===== src/design/checkpoint_slot_table_macros.svh =====
// Assertion macros shared by the checkpoint slot table RTL
`ifndef CHECKPOINT_SLOT_TABLE_MACROS_SVH
`define CHECKPOINT_SLOT_TABLE_MACROS_SVH

// condition holds at every clock edge out of reset
`define CST_ASSERT_ALWAYS(name, cond, msg) \
  name: assert property (@(posedge clk) disable iff (!rst_n) (cond)) else $error(msg);

// consequent holds in the same cycle as the antecedent
`define CST_ASSERT_IMPL(name, ante, cons, msg) \
  name: assert property (@(posedge clk) disable iff (!rst_n) (ante) |-> (cons)) \
    else $error(msg);

// consequent holds in the cycle after the antecedent
`define CST_ASSERT_NEXT(name, ante, cons, msg) \
  name: assert property (@(posedge clk) disable iff (!rst_n) (ante) |=> (cons)) \
    else $error(msg);

`endif


===== src/design/cst_pkg.sv =====
// Types and constants of the checkpoint slot table
`default_nettype none

package cst_pkg;

  localparam int SLOTS         = 16;
  localparam int HISTORY_DEPTH = 16;
  localparam int IDX_W         = $clog2(SLOTS);
  localparam int CNT_W         = $clog2(SLOTS + 1);
  localparam int HCNT_W        = $clog2(HISTORY_DEPTH + 1);
  localparam int ID_W          = 32;

  localparam logic [1:0] OP_CREATE     = 2'd0;
  localparam logic [1:0] OP_ROLL_ID    = 2'd1;
  localparam logic [1:0] OP_ROLL_STEPS = 2'd2;
  localparam logic [1:0] OP_PRUNE      = 2'd3;

  localparam logic [1:0] ST_OK        = 2'd0;
  localparam logic [1:0] ST_NOT_READY = 2'd1;
  localparam logic [1:0] ST_NOT_FOUND = 2'd2;
  localparam logic [1:0] ST_INVALID   = 2'd3;

  typedef struct packed {
    logic [1:0]  operation;
    logic [1:0]  checkpoint_kind;
    logic [31:0] seek_id;
    logic [31:0] step_count;
    logic [7:0]  retain_count;
  } in_item_t;

  typedef struct packed {
    logic [1:0]  status;
    logic [3:0]  slot_index;
    logic [31:0] result_id;
    logic [4:0]  deleted_count;
    logic [31:0] rollback_total;
    logic [4:0]  history_depth;
  } out_item_t;

  typedef struct packed {
    logic [1:0]      kind;
    logic [ID_W-1:0] id;
  } entry_t;

endpackage

`default_nettype wire


===== src/design/checkpoint_slot_table.sv =====
// Checkpoint slot table: entry memory, scan sequencer and result register
//
// One transfer in gives one result transfer out, in order. Ids and kinds live in a
// SLOTS-entry memory with one registered read port and one write port; valid
// bits and counters are flops. A create into a never-used slot, a prune that
// deletes nothing and every rejected request answer straight from idle. Rollback
// to id and create on a full table read every slot through the single read port.
// Rollback by steps first reads the current entry. Prune runs one full minimum
// scan per deleted entry. One request is in work at a time; a new one is taken
// once the previous result has left or leaves in that cycle.
// No clearing pass after reset.
`default_nettype none

`include "checkpoint_slot_table_macros.svh"

module checkpoint_slot_table (
  input  wire logic              clk,
  input  wire logic              rst_n,
  input  wire logic              in_valid,
  output      logic              in_ready,
  input  wire cst_pkg::in_item_t in_data,
  output      logic              out_valid,
  input  wire logic              out_ready,
  output      cst_pkg::out_item_t out_data,
  input  wire logic              cfg_wr_en,
  input  wire logic              cfg_wr_data
);

  localparam logic [1:0] S_IDLE = 2'd0;
  localparam logic [1:0] S_CUR  = 2'd1;
  localparam logic [1:0] S_SCAN = 2'd2;
  localparam logic [1:0] S_END  = 2'd3;

  localparam logic [cst_pkg::IDX_W-1:0] LAST_IDX = cst_pkg::IDX_W'(cst_pkg::SLOTS - 1);
  localparam logic [cst_pkg::CNT_W-1:0] SLOTS_C  = cst_pkg::CNT_W'(cst_pkg::SLOTS);
  localparam logic [cst_pkg::HCNT_W-1:0] HIST_C  = cst_pkg::HCNT_W'(cst_pkg::HISTORY_DEPTH);

  cst_pkg::entry_t mem [cst_pkg::SLOTS];
  cst_pkg::entry_t mem_rdata_r;

  logic                        rd_en;
  logic [cst_pkg::IDX_W-1:0]   rd_addr;
  logic                        wr_en;
  logic [cst_pkg::IDX_W-1:0]   wr_addr;
  cst_pkg::entry_t             wr_data;

  logic [1:0]                  state_r, state_nxt;
  logic [1:0]                  op_r, op_nxt;
  logic [1:0]                  kind_r, kind_nxt;
  logic [cst_pkg::ID_W-1:0]    target_r, target_nxt;
  logic [cst_pkg::ID_W-1:0]    steps_r, steps_nxt;
  logic [cst_pkg::CNT_W-1:0]   excess_r, excess_nxt;
  logic [cst_pkg::CNT_W-1:0]   del_r, del_nxt;
  logic [cst_pkg::CNT_W-1:0]   cnt_r, cnt_nxt;
  logic                        data_vld_r, data_vld_nxt;
  logic [cst_pkg::IDX_W-1:0]   data_idx_r, data_idx_nxt;
  logic                        best_ok_r, best_ok_nxt;
  logic [cst_pkg::IDX_W-1:0]   best_idx_r, best_idx_nxt;
  logic [cst_pkg::ID_W-1:0]    best_id_r, best_id_nxt;
  logic [cst_pkg::SLOTS-1:0]   valid_r, valid_nxt;
  logic [cst_pkg::CNT_W-1:0]   valid_cnt_r, valid_cnt_nxt;
  logic [cst_pkg::CNT_W-1:0]   slots_used_r, slots_used_nxt;
  logic [cst_pkg::IDX_W-1:0]   cur_slot_r, cur_slot_nxt;
  logic [cst_pkg::ID_W-1:0]    next_id_r, next_id_nxt;
  logic [31:0]                 rollbacks_r, rollbacks_nxt;
  logic [cst_pkg::HCNT_W-1:0]  hist_cnt_r, hist_cnt_nxt;
  logic                        enable_r, enable_nxt;
  logic                        out_valid_r, out_valid_nxt;
  cst_pkg::out_item_t          out_data_r, out_data_nxt;

  logic                        out_free;
  logic                        take;

  assign out_free  = !out_valid_r || out_ready;
  assign in_ready  = (state_r == S_IDLE) && out_free;
  assign out_valid = out_valid_r;
  assign out_data  = out_data_r;

  always_ff @(posedge clk) begin
    if (wr_en) begin
      mem[wr_addr] <= wr_data;
    end
    if (rd_en) begin
      mem_rdata_r <= mem[rd_addr];
    end
  end

  always_comb begin
    state_nxt      = state_r;
    op_nxt         = op_r;
    kind_nxt       = kind_r;
    target_nxt     = target_r;
    steps_nxt      = steps_r;
    excess_nxt     = excess_r;
    del_nxt        = del_r;
    cnt_nxt        = cnt_r;
    data_vld_nxt   = 1'b0;
    data_idx_nxt   = data_idx_r;
    best_ok_nxt    = best_ok_r;
    best_idx_nxt   = best_idx_r;
    best_id_nxt    = best_id_r;
    valid_nxt      = valid_r;
    valid_cnt_nxt  = valid_cnt_r;
    slots_used_nxt = slots_used_r;
    cur_slot_nxt   = cur_slot_r;
    next_id_nxt    = next_id_r;
    rollbacks_nxt  = rollbacks_r;
    hist_cnt_nxt   = hist_cnt_r;
    enable_nxt     = cfg_wr_en ? cfg_wr_data : enable_r;
    out_valid_nxt  = out_valid_r && !out_ready;
    out_data_nxt   = out_data_r;
    rd_en          = 1'b0;
    rd_addr        = cur_slot_r;
    wr_en          = 1'b0;
    wr_addr        = best_idx_r;
    wr_data.kind   = kind_r;
    wr_data.id     = next_id_r;
    take           = 1'b0;

    // default result: status OK, zero index, id and count, with current counters
    if ((state_r == S_IDLE || state_r == S_END) && out_free) begin
      out_data_nxt.status         = cst_pkg::ST_OK;
      out_data_nxt.slot_index     = '0;
      out_data_nxt.result_id      = '0;
      out_data_nxt.deleted_count  = '0;
      out_data_nxt.rollback_total = rollbacks_r;
      out_data_nxt.history_depth  = 5'(hist_cnt_r);
    end

    case (state_r)
      S_IDLE: begin
        if (in_valid && in_ready) begin
          op_nxt        = in_data.operation;
          kind_nxt      = in_data.checkpoint_kind;
          steps_nxt     = in_data.step_count;
          target_nxt    = in_data.seek_id;
          cnt_nxt       = '0;
          best_ok_nxt   = 1'b0;
          out_valid_nxt = 1'b1;
          case (in_data.operation)
            cst_pkg::OP_CREATE: begin
              if (!enable_r) begin
                out_data_nxt.status = cst_pkg::ST_NOT_READY;
              end else if (slots_used_r < SLOTS_C) begin
                wr_en          = 1'b1;
                wr_addr        = slots_used_r[cst_pkg::IDX_W-1:0];
                wr_data.kind   = in_data.checkpoint_kind;
                valid_nxt[slots_used_r[cst_pkg::IDX_W-1:0]] = 1'b1;
                valid_cnt_nxt  = valid_cnt_r + 1'b1;
                slots_used_nxt = slots_used_r + 1'b1;
                cur_slot_nxt   = slots_used_r[cst_pkg::IDX_W-1:0];
                next_id_nxt    = next_id_r + 1'b1;
                out_data_nxt.slot_index = 4'(slots_used_r[cst_pkg::IDX_W-1:0]);
                out_data_nxt.result_id  = next_id_r;
              end else begin
                out_valid_nxt = out_valid_r && !out_ready;
                state_nxt     = S_SCAN;
              end
            end
            cst_pkg::OP_ROLL_ID: begin
              if (!enable_r) begin
                out_data_nxt.status = cst_pkg::ST_NOT_READY;
              end else begin
                out_valid_nxt = out_valid_r && !out_ready;
                state_nxt     = S_SCAN;
              end
            end
            cst_pkg::OP_ROLL_STEPS: begin
              if (in_data.step_count == '0) begin
                out_data_nxt.status = cst_pkg::ST_INVALID;
              end else if (!valid_r[cur_slot_r] || !enable_r) begin
                out_data_nxt.status = cst_pkg::ST_NOT_READY;
              end else begin
                rd_en         = 1'b1;
                out_valid_nxt = out_valid_r && !out_ready;
                state_nxt     = S_CUR;
              end
            end
            default: begin
              if (in_data.retain_count == '0) begin
                out_data_nxt.status = cst_pkg::ST_INVALID;
              end else if (32'(valid_cnt_r) > 32'(in_data.retain_count)) begin
                excess_nxt    = valid_cnt_r - cst_pkg::CNT_W'(in_data.retain_count);
                del_nxt       = '0;
                out_valid_nxt = out_valid_r && !out_ready;
                state_nxt     = S_SCAN;
              end
            end
          endcase
        end
      end

      S_CUR: begin
        target_nxt  = (mem_rdata_r.id >= steps_r) ? (mem_rdata_r.id - steps_r) : '0;
        cnt_nxt     = '0;
        best_ok_nxt = 1'b0;
        state_nxt   = S_SCAN;
      end

      S_SCAN: begin
        if (cnt_r < SLOTS_C) begin
          rd_en        = 1'b1;
          rd_addr      = cnt_r[cst_pkg::IDX_W-1:0];
          cnt_nxt      = cnt_r + 1'b1;
          data_vld_nxt = 1'b1;
          data_idx_nxt = cnt_r[cst_pkg::IDX_W-1:0];
        end
        if (data_vld_r) begin
          if (op_r == cst_pkg::OP_CREATE) begin
            take = !best_ok_r || (mem_rdata_r.id < best_id_r);
          end else if (op_r == cst_pkg::OP_PRUNE) begin
            take = valid_r[data_idx_r] && (!best_ok_r || (mem_rdata_r.id < best_id_r));
          end else begin
            take = valid_r[data_idx_r] && !best_ok_r && (mem_rdata_r.id == target_r);
          end
          if (take) begin
            best_ok_nxt  = 1'b1;
            best_idx_nxt = data_idx_r;
            best_id_nxt  = mem_rdata_r.id;
          end
          if (data_idx_r == LAST_IDX) begin
            state_nxt = S_END;
          end
        end
      end

      default: begin
        if (out_free) begin
          case (op_r)
            cst_pkg::OP_CREATE: begin
              wr_en         = 1'b1;
              valid_nxt[best_idx_r] = 1'b1;
              valid_cnt_nxt = valid_cnt_r + (valid_r[best_idx_r] ? 1'b0 : 1'b1);
              cur_slot_nxt  = best_idx_r;
              next_id_nxt   = next_id_r + 1'b1;
              out_data_nxt.slot_index = 4'(best_idx_r);
              out_data_nxt.result_id  = next_id_r;
              out_valid_nxt = 1'b1;
              state_nxt     = S_IDLE;
            end
            cst_pkg::OP_PRUNE: begin
              valid_nxt[best_idx_r] = 1'b0;
              valid_cnt_nxt = valid_cnt_r - 1'b1;
              del_nxt       = del_r + 1'b1;
              excess_nxt    = excess_r - 1'b1;
              if (excess_r == cst_pkg::CNT_W'(1)) begin
                out_data_nxt.deleted_count = 5'(del_r + 1'b1);
                out_valid_nxt = 1'b1;
                state_nxt     = S_IDLE;
              end else begin
                cnt_nxt     = '0;
                best_ok_nxt = 1'b0;
                state_nxt   = S_SCAN;
              end
            end
            default: begin
              if (best_ok_r) begin
                if (hist_cnt_r < HIST_C) begin
                  hist_cnt_nxt = hist_cnt_r + 1'b1;
                end
                cur_slot_nxt  = best_idx_r;
                rollbacks_nxt = rollbacks_r + 1'b1;
                out_data_nxt.slot_index     = 4'(best_idx_r);
                out_data_nxt.result_id      = target_r;
                out_data_nxt.rollback_total = rollbacks_r + 1'b1;
                out_data_nxt.history_depth  =
                  5'((hist_cnt_r < HIST_C) ? hist_cnt_r + 1'b1 : hist_cnt_r);
              end else begin
                out_data_nxt.status = cst_pkg::ST_NOT_FOUND;
              end
              out_valid_nxt = 1'b1;
              state_nxt     = S_IDLE;
            end
          endcase
        end
      end
    endcase
  end

  always_ff @(posedge clk) begin
    if (!rst_n) begin
      state_r      <= S_IDLE;
      data_vld_r   <= 1'b0;
      valid_r      <= '0;
      valid_cnt_r  <= '0;
      slots_used_r <= '0;
      cur_slot_r   <= '0;
      next_id_r    <= '0;
      rollbacks_r  <= '0;
      hist_cnt_r   <= '0;
      enable_r     <= 1'b1;
      out_valid_r  <= 1'b0;
    end else begin
      state_r      <= state_nxt;
      data_vld_r   <= data_vld_nxt;
      valid_r      <= valid_nxt;
      valid_cnt_r  <= valid_cnt_nxt;
      slots_used_r <= slots_used_nxt;
      cur_slot_r   <= cur_slot_nxt;
      next_id_r    <= next_id_nxt;
      rollbacks_r  <= rollbacks_nxt;
      hist_cnt_r   <= hist_cnt_nxt;
      enable_r     <= enable_nxt;
      out_valid_r  <= out_valid_nxt;
    end
  end

  always_ff @(posedge clk) begin
    op_r       <= op_nxt;
    kind_r     <= kind_nxt;
    target_r   <= target_nxt;
    steps_r    <= steps_nxt;
    excess_r   <= excess_nxt;
    del_r      <= del_nxt;
    cnt_r      <= cnt_nxt;
    data_idx_r <= data_idx_nxt;
    best_ok_r  <= best_ok_nxt;
    best_idx_r <= best_idx_nxt;
    best_id_r  <= best_id_nxt;
    out_data_r <= out_data_nxt;
  end

  `CST_ASSERT_ALWAYS(a_valid_cnt, valid_cnt_r == cst_pkg::CNT_W'($countones(valid_r)), "valid count out of step with valid bits")
  `CST_ASSERT_IMPL(a_prune_victim, (state_r == S_END) && (op_r == cst_pkg::OP_PRUNE), best_ok_r, "prune scan found no victim")
  `CST_ASSERT_NEXT(a_accept_busy, in_valid && in_ready, (state_r != S_IDLE) || out_valid_r, "accepted transfer left no work and no result")

endmodule

`default_nettype wire

===== config.mk =====
export PLATFORM = sky130hd
export DESIGN_NAME = checkpoint_slot_table
export DESIGN_NICKNAME = d
export VERILOG_FILES = /design/src/design/cst_pkg.sv /design/src/design/checkpoint_slot_table.sv
export VERILOG_INCLUDE_DIRS = /design/src /design/src/design
export SDC_FILE = /design/constraint.sdc
export NUM_CORES = 1
export LEC_CHECK = 0
export BUFFER_PORTS_ARGS = -buffer_cell sky130_fd_sc_hd__buf_2
export CORE_MARGIN = 2
export CORE_UTILIZATION = 62
export CTS_BUF_LIST = sky130_fd_sc_hd__clkbuf_16
export CTS_CLUSTER_DIAMETER = 50
export DETAILED_ROUTE_END_ITERATION = 7
export MAX_ROUTING_LAYER = met4
export PLACE_DENSITY_LB_ADDON = 0.2
export SYNTH_ARGS = -nofsm -noshare
export SYNTH_HDL_FRONTEND = slang
export SYNTH_SLANG_ARGS = --single-unit

===== constraint.sdc =====
create_clock -name clk -period 6.68 [get_ports clk]
set_input_delay 1.336 -clock clk [delete_from_list [all_inputs] [get_ports clk]]
set_output_delay 1.336 -clock clk [all_outputs]
set_load 0.02 [all_outputs]

# ---- Word level (Yosys, flattened, before mapping)
# Memories as Yosys holds them, arrays and structs flattened. A register that Yosys moved wholly into a read port is not among the register bits.
# Cells that the tools add are included.
dict set report word_totals {
  reg_bits 308
  latch_bits 0
  ram_bits 544
  rom_bits 0
  in_bits 82
  output_inout_bits 82
  wordCells 290
  memories 1
}
dict set report classes {
  add_sub_neg 12
  mul 0
  n_div 0
  magnitude_cmp 12
  n_eq_ne 29
  n_shift 0
  muxes 151
  n_bitwise 7
  reduce_logical 50
}
# name words word_bits read_ports rd_clocked_by_memory_dff write_ports line_no
set memory_table {}
lappend memory_table {mem 16 34 1 1 1 checkpoint_slot_table.sv:38} ;# cst_pkg::entry_t mem [cst_pkg::SLOTS];
# operator count
set ops {}
lappend ops {{two-way mux 32 bit} 8}
lappend ops {{two-way mux 80 bit} 2}
lappend ops {{two-way mux 36 bit} 4}
lappend ops {{one-hot mux 32 bit (2 select lines)} 2}
lappend ops {{two-way mux 5 bit} 25}
lappend ops {{two-way mux 16 bit} 5}
lappend ops {{one-hot mux 38 bit (2 select lines)} 1}
lappend ops {{two-way mux 37 bit} 2}
lappend ops {{one-hot mux 36 bit (2 select lines)} 1}
lappend ops {{adder 32 x 1 -> 32 bit, second input constant} 2}
lappend ops {{one-hot mux 16 bit (2 select lines)} 2}
lappend ops {{two-way mux 4 bit} 13}
lappend ops {{two-way mux 2 bit} 24}
lappend ops {{two-way mux 42 bit} 1}
lappend ops {{two-way mux 1 bit} 40}
lappend ops {{one-hot mux 5 bit (2 select lines)} 4}
lappend ops {{two-way mux 38 bit} 1}
lappend ops {{== test 32 bit} 1}
lappend ops {{greater-or-equal comparator 32 bit} 1}
lappend ops {{zero test 32 bit} 1}
lappend ops {{< comparator 32 bit} 1}
lappend ops {{OR 16 bit} 2}
lappend ops {{subtractor 32 bit} 1}
lappend ops {{adder 5 x 1 -> 5 bit, second input constant} 5}
lappend ops {{46 further kinds} 112}

# ---- Longest topological paths before layout
# Gate-level depths: netlist of the first run.
dict set report logic_depth {
  depth_word 11
  mapped_depth 15
  ltp_nobuf 12
}

# ---- Least setup slack after synthesis of the first run
# No wires, ideal clock.
dict set report synth_timing {
  kind {input -> register}
  from {in out_ready}
  to {mem mem[3][0] (netlist bit), enable pin}
  t_arrival_ps 4727
  required_time_ps 6259
  slack_ps 1532
  path_stages 8
  path_cell_list {nand2b_1 -> nand3_1 -> inv_1 -> nand2_1 -> a21oi_1 -> a22oi_1 -> or2_2 -> nor2_1}
}
dict set report synth_via {
  elab_chain_cells 7
  elab_cells_between_ends 10
}
# element line_no
set synth_lines {}
lappend synth_lines {{start, declared} checkpoint_slot_table.sv:23} ;# input wire logic out_ready,
lappend synth_lines {{logical OR 1 bit (*)} checkpoint_slot_table.sv:74} ;# assign out_free = !out_valid_r || out_ready;
lappend synth_lines {{logical AND 1 bit} checkpoint_slot_table.sv:75} ;# assign in_ready = (state_r == S_IDLE) && out_free;
lappend synth_lines {{logical AND 1 bit} checkpoint_slot_table.sv:132} ;# if (in_valid && in_ready) begin
lappend synth_lines {{two-way mux 1 bit} checkpoint_slot_table.sv:132}
lappend synth_lines {{one-hot mux 1 bit (2 select lines)} checkpoint_slot_table.sv:130} ;# case (state_r)
lappend synth_lines {{two-way mux 1 bit} checkpoint_slot_table.sv:80} ;# if (wr_en) begin
lappend synth_lines {{two-way mux 1 bit (implied by the code)} checkpoint_slot_table.sv:81} ;# mem[wr_addr] <= wr_data;
lappend synth_lines {{end, declared} checkpoint_slot_table.sv:38}
# Mark *: on every way between the ends. The rest lies on a longest branch, timed or not.

# ---- Worst setup path after layout of the first run
dict set report layout_timing {
  from {in out_ready}
  to {mem mem[2][6] (netlist bit), enable pin}
}
# Same word-level chain as after synthesis.

==> flow_summary.toml, run 1 <==
[outcome]
status = "finished, violations left"
violations = "design-rule violations"

[synth]
synth.distinct_cells = 72
avgSynthCellArea_um2 = 13.92
ys.flop_type = "edfxtp_1"
syn_area_um2 = 37250
synthesis.nets = 2857
yosys_warnings = 0
synth_top_area_cell = "edfxtp_1"
ys_top_cells_by_area = "edfxtp_1 54%, dfxtp_1 9.9%, mux4_2 8.6%, ha_1 3.2%, nand2_1 2.2%"
seq_area_frac_synth = 0.6358
async_flop_share = 0
synth_top_area_share = 0.5369
ys_ff_latch = 850
synth_edf_count = 666
syn-instance-count = 2677

[run]
cap_violations = 0

[routing]
firstDrtPassIters = 8
drc = 5
drt-initial-drc-count = 3004
wl_per_cell_um = 26.17
drt_wl_total_um = 96650
via_per_inst = 6.557
vias = 24220
drtAntennaViolNets = 0

[clock_tree]
root_buffer = "clkbuf_16"
cts_resized = 0
cts_buffer_depth = 3
ctsHoldBuffers = 0
clock_sinks = 850
cts_tree = "yes"
clk_pin_slew_ns = 0.06
htree_levels = 3
numCtsBuffers = 94
clock_latency_ns = 0.66
post_cts.repair.setup_buffers = 0

[die]
die_height_um = 249.1
rows = 89
core-area_um2 = 59240
initial_core_util = 0.6288
dieArea_um2 = 62060
chipWidth_um = 249.1
ios = 164

[timing]
hold_viol_final = 0
rsz0062_at_grt = "false"
maxSlewHeadroom = 0.1507
finClkSkew_ns = 0.02567
timing.setup.tns_ns = 0
finalCriticalPeriod_ns = 4.240
tightest_slew_ns = 1.271
slew_viol_final = 0
maxClockFrequency_ghz = 0.2359
setup_violations = 0
period_share = 0.6347

[grt]
grt_overflow = 0
grtUsageTotal = 0.3214
grt_pass1_vias = 24020
grt_max_degree = 108
grt_pass1_wl_um = 146200
antenna_found_initial = 3

[setup_path]
cp_max_fo = 32
cp-end-kind = "flip-flop"
required_ns = 6.93
cpMostUsedCell = "nand2b_1"
path_cells = "buf_2, nand2b_1, nand3_1, nor2_1, buf_4, nor3b_1, a22oi_1, nand2b_1, nor2_4"
crit_path_start_kind = "input port"
crit_path_top_delay_cell = "nor2_4"
max_stage_delay_ns = 1.03
crit_arrival_ns = 4.49
critical_path_class = "in -> reg"

[hold_path]
worstHoldPathType = "reg -> reg"

[power]
ir_worst_vdd_uv = 328.2
p_leak_nw = 15.99
p_per_area_nw_per_um2 = 371.1

[final_layout]
nets = 3018
fill_cells = 3857
final_common_cell = "edfxtp_1"
stdcell_count = 3693
final_cell_mix = "666 x edfxtp_1, 220 x nand2_1, 184 x dfxtp_1, 161 x buf_2, 150 x inv_1"
area_delta_synth_final_pct = 12.87
drive_gt1_frac = 0.1775

[placement]
numPortBuffers = 161
placed_cells = 3515
place_congestion = 0.9830
post-dp-hpwl_um = 60320
==> per-layer routing <==
metal | up-vias | global-route usage | wire length (um)
li1 | 10620 | - | -
met1 | 12090 | 0.4320 | 38120
met2 | 1309 | 0.5004 | 46380
met3 | 206 | 0.05664 | 8994
met4 | 0 | 0.1138 | 3154
met5 | - | - | 0
==> cells in the mapped netlist (20+ instances only) <==
library cell,instances
inv_1,134
mux4_2,142
clkbuf_1,85
and2_1,96
a21o_1,27
a211oi_1,49
edfxtp_1,666
nand4_1,41
a21oi_1,76
dfxtp_1,184
nor2_1,142
ha_1,95
nand2_1,220
buf_2,21
a222oi_1,27
o2bb2ai_1,28
nor3_1,38
o21ai_0,89
xor2_1,39
xnor2_1,86
nand3_1,47
a31oi_1,48
nand2b_1,20
==> cell families (layout without fill, tap and decap cells) <==
group,Yosys count,count (layout),synth area share
flip-flops,850,850,0.6358
AND/OR/NAND/NOR,700,700,0.09227
AO/OA/AOI/OAI,483,483,0.08988
buffers and inverters,261,502,0.02842
multiplexers,160,160,0.09076
XOR/XNOR,125,125,0.02939
adder cells (fa/ha/maj),98,98,0.03352
other,0,2,0
==> flip-flops by register name, indices dropped and copies added, names as in the netlist, 4 cells and up, named ones only <==
signal and count:
valid_cnt_r 5, rollbacks_r 32, data_idx_r 4, mem_rdata_r 32
excess_r 5, del_r 5, mem 512, cnt_r 5
out_data 80, target_r 32, next_id_r 32, slots_used_r 5
best_id_r 32, hist_cnt_r 5, steps_r 32, best_idx_r 4
cur_slot_r 4
==> worst paths after layout <==
kind / endpoint / slack, ns / depth (start not counted) / start
min: out_data[41] / 0.46 / 2 / out_data[41]
max reg2reg: mem[2][6] / 2.52 / 10 / state_r[1]
min reg2reg: out_data[41] / 0.46 / 2 / out_data[41]
max: mem[2][6] / 2.44 / 9 / out_ready
==> power by group <==
part / internal, mW / switching (mW) / leakage, nW / total (mW)
Clock: 3.06 / 2.15 / 1.59 / 5.21
Sequential: 6.11 / 0.310 / 8.14 / 6.42
Combinational: 1.48 / 2.50 / 6.27 / 3.98
Total: 10.6 / 4.96 / 16.0 / 15.6
==> metrics by stage <==
stage	total power, mW	hold slack [ns]	setup WS, ns	util	cell area (um2)
final	15.60	0.4632	2.440	0.7097	42050
after global routing	16.18	0.4916	2.198	0.7097	42050
after floorplan	9.197	0.4512	1.532	-	37250
after detailed placement	10.42	0.4538	1.809	0.6569	38910
after global placement	10.35	0.4471	1.931	0.6569	38910
after CTS	15.62	0.4678	2.490	0.7096	42040
==> layout make-up <==
cell class	count	area, um2	share of cell area
Inverter	135	506.7	0.01205
Multi-Input combinational cell	1566	12710	0.3024
Timing Repair Buffer	191	1044	0.02482
Sequential cell	850	23680	0.5633
Tap cell	773	967.2	0.02300
Antenna cell	2	5.005	0.0001190
Clock buffer	96	2402	0.05714
Clock inverter	80	723.2	0.01720
==> critical path: cells and delay by family <==
kind	cells	cell delay (ns)
simple gates	6	2.61
compound gates	1	0.18
buf+inv	2	0.33
Note: power is estimated with default switching activity, not from simulation.
==> inputs of run 2 (changes only) <==
--- a/config.mk
+++ b/config.mk
@@ -6,9 +6,10 @@
 export SDC_FILE = /design/constraint.sdc
 export NUM_CORES = 1
 export LEC_CHECK = 0
+export ABC_AREA = 1
 export BUFFER_PORTS_ARGS = -buffer_cell sky130_fd_sc_hd__buf_2
 export CORE_MARGIN = 2
-export CORE_UTILIZATION = 62
+export CORE_UTILIZATION = 56
 export CTS_BUF_LIST = sky130_fd_sc_hd__clkbuf_16
 export CTS_CLUSTER_DIAMETER = 50
 export DETAILED_ROUTE_END_ITERATION = 7
==> constraint.sdc (replaced) <==
create_clock -name clk -period 3.65 [get_ports clk]
set_input_delay 0.73 -clock clk [delete_from_list [all_inputs] [get_ports clk]]
set_output_delay 0.73 -clock clk [all_outputs]
set_load 0.02 [all_outputs]
==> run 2 against run 1 <==
The run now ends clean. Sequential cell count did not move. Die area rose by 18%. Sequential power rose by 93%. Hold slack got worse by 0.21 ns. Sequential share of layout area fell by 4.3 points. Critical endpoint is now in_ready. Largest power group is now combinational cells.
==> flow_summary.toml, run 2 <==
[outcome]
status = "complete, no violations"

[synth]
synth-simple-area-share = 0.1464
ys_ff_latch = 850
async_flop_share = 0
seq_area_frac_synth = 0.5943
yosys-top-cells-count = "666 x edfxtp_1, 638 x nand2_1, 494 x nor2_1"
synthesis.nets = 4238
avgSynthCellArea_um2 = 9.820
synth_adder_area_share = 0.03133
synth_compound_area_frac = 0.1502
synth_top_family_by_area = "compound AO/OA/AOI/OAI gates"
yosys_warnings = 0
synth.distinct_cells = 57
syn_area_um2 = 39850
syn-instance-count = 4058
yosysMostFrequentCell = "edfxtp_1"
synth_top_area_cell = "edfxtp_1"
ys_top_cells_by_area = "edfxtp_1 50%, dfxtp_1 9.2%, nand2_1 6.0%, o21ai_0 5.3%, nor2_1 4.7%"
synth_edf_count = 666
synthXorXnorAreaFrac = 0.01890
synth_top_area_share = 0.5019
synthMuxAreaShare = 0.002009
ys.flop_type = "edfxtp_1"

[timing]
rsz0062_at_grt = "false"
timing.setup.tns_ns = 0
maxClockFrequency_ghz = 0.2955
period_share = 0.9272
setup_violations = 0
setup_ws_ns = 0.2658
slew_viol_final = 0
hold_viol_final = 0
finClkSkew_ns = 0.02431
maxSlewHeadroom = 0.2573
finalCriticalPeriod_ns = 3.384
tightest_slew_ns = 1.110
hold_ws_ns = 0.2577

[die]
initial_core_util = 0.5671
dieArea_um2 = 73310
rows = 97
die_height_um = 270.8
chipWidth_um = 270.8
core-area_um2 = 70270
ios = 164

[power]
p_leak_nw = 16.30
ir_worst_vdd_uv = 580.8
switching_share = 0.3940
combPwrFrac = 0.361
pwr-share-seq = 0.358
p_total_mw = 34.67
p_sw_mw = 13.66
clkPwrFrac = 0.281
p_per_area_nw_per_um2 = 762.2
intPower_mw = 21.01

[routing]
wl_per_cell_um = 21.77
drt_wl_total_um = 114600
drtAntennaViolNets = 0
via_per_inst = 5.987
drt-initial-drc-count = 3652
vias = 31510
drc = 0
firstDrtPassIters = 8

[clock_tree]
htree_levels = 3
clk_pin_slew_ns = 0.06
post_cts.repair.setup_buffers = 0
clock_sinks = 850
cts_tree = "yes"
cts_buffer_depth = 3
root_buffer = "clkbuf_16"
numCtsBuffers = 99
clock_latency_ns = 0.67

[final_layout]
largest_reg_flops = 512
utilization = 0.6474
stdcell_count = 5263
drive_gt1_frac = 0.1164
final_cell_area_um2 = 45490
final_common_cell = "edfxtp_1"
nets = 4417
top_register = "mem"
final_cell_mix = "666 x edfxtp_1, 638 x nand2_1, 476 x nor2_1, 422 x o21ai_0, 344 x inv_1"
area_delta_synth_final_pct = 14.15

[setup_path]
rrSetupSlack_ns = 0.32
crit_path_start_kind = "flip-flop"
rr_worst_depth = 12
crit_arrival_ns = 2.65
required_ns = 2.92
max_stage_delay_ns = 0.44
r2r_start = "state_r[1]"
path_cells = "inv_1, ha_2, buf_6, clkinv_1, buf_4, nor2_1, buf_2"
crit_path_top_delay_cell = "buf_6"
cp_max_fo = 70
critical_path_class = "reg -> out"
rr_endpoint = "mem[4][27]"
cp-end-kind = "output port"

[grt]
grt_pass1_wl_um = 173400
grt_max_degree = 84
grt_pass1_vias = 29680
antenna_found_initial = 2
grtUsageTotal = 0.3175
grt_overflow = 0

[placement]
place_congestion = 0.9790
place_area_um2 = 42250
placed_cells = 5076
place_ws_ns = 0.1152
numPortBuffers = 161
post-dp-hpwl_um = 73510

[hold_path]
worstHoldPathType = "in -> reg"
worstHoldPathCells = 1
whs_endpoint = "steps_r[21]"
hold_start = "in_data[29]"

[run]
cap_violations = 0
## run 2: final cells by class
class | instances | area, um2
inverter | 338 | 1275
timing repair buffer | 280 | 2016
clock buffer | 103 | 2577
sequential | 850 | 23680
tap | 940 | 1176
clock inverter | 81 | 656.9
antenna | 3 | 7.507
multi-input combinational | 2668 | 14100
fill | 5560 | 24780
## run 2: power by group through the flow
| stage | Sequential (mW) | Combinational (mW) | Clock [mW] |
|---|---|---|---|
| floorplan | 12.3 | 8.40 | 0 |
| global placement | 12.6 | 12.1 | 0 |
| detailed placement | 12.6 | 12.3 | 0 |
| CTS | 12.4 | 12.3 | 9.79 |
| global route | 12.5 | 13.7 | 10.2 |
| finish | 12.4 | 12.5 | 9.73 |
## run 2: routing by layer
layer	track usage	share of wire	routed length, um
met5	-	0	0
met4	0.1297	0.042	4848
met3	0.04287	0.081	9272
met2	0.5004	0.47	53470
met1	0.4176	0.41	46990
## run 2: logic make-up after synthesis
group / count (synthesis)
AO/OA/AOI/OAI: 1058
XOR/XNOR: 86
adder cells (fa/ha/maj): 98
buffers and inverters: 540
flip-flops: 850
multiplexers: 8
AND/OR/NAND/NOR: 1418
## run 2: worst max path at each step
| stage | cells past startpoint | to | startpoint |
|---|---|---|---|
| 3_5_place_dp | 11 | mem[4][29] | in_data[75] |
| 2_1_floorplan | 10 | mem[11][0] | in_data[74] |
| 5_1_grt | 7 | in_ready | state_r[1] |
| 6_report | 7 | in_ready | state_r[1] |
| 3_3_place_gp | 11 | mem[4][29] | in_data[74] |
| 4_1_cts | 7 | in_ready | state_r[1] |
## run 2: worst max-delay path: cells and delay by family (launching register included)
family	cells	cell delay, ns
buffers and inverters	5	1.22
flip-flops	1	0.35
adder cells (fa/ha/maj)	1	0.21
AND/OR/NAND/NOR	1	0.16
## run 2: timing repair
item / CTS / global route
hold buffers: 0 / 0
setup endpoints to repair: 0 / 1
gates resized for setup: 0 / 1
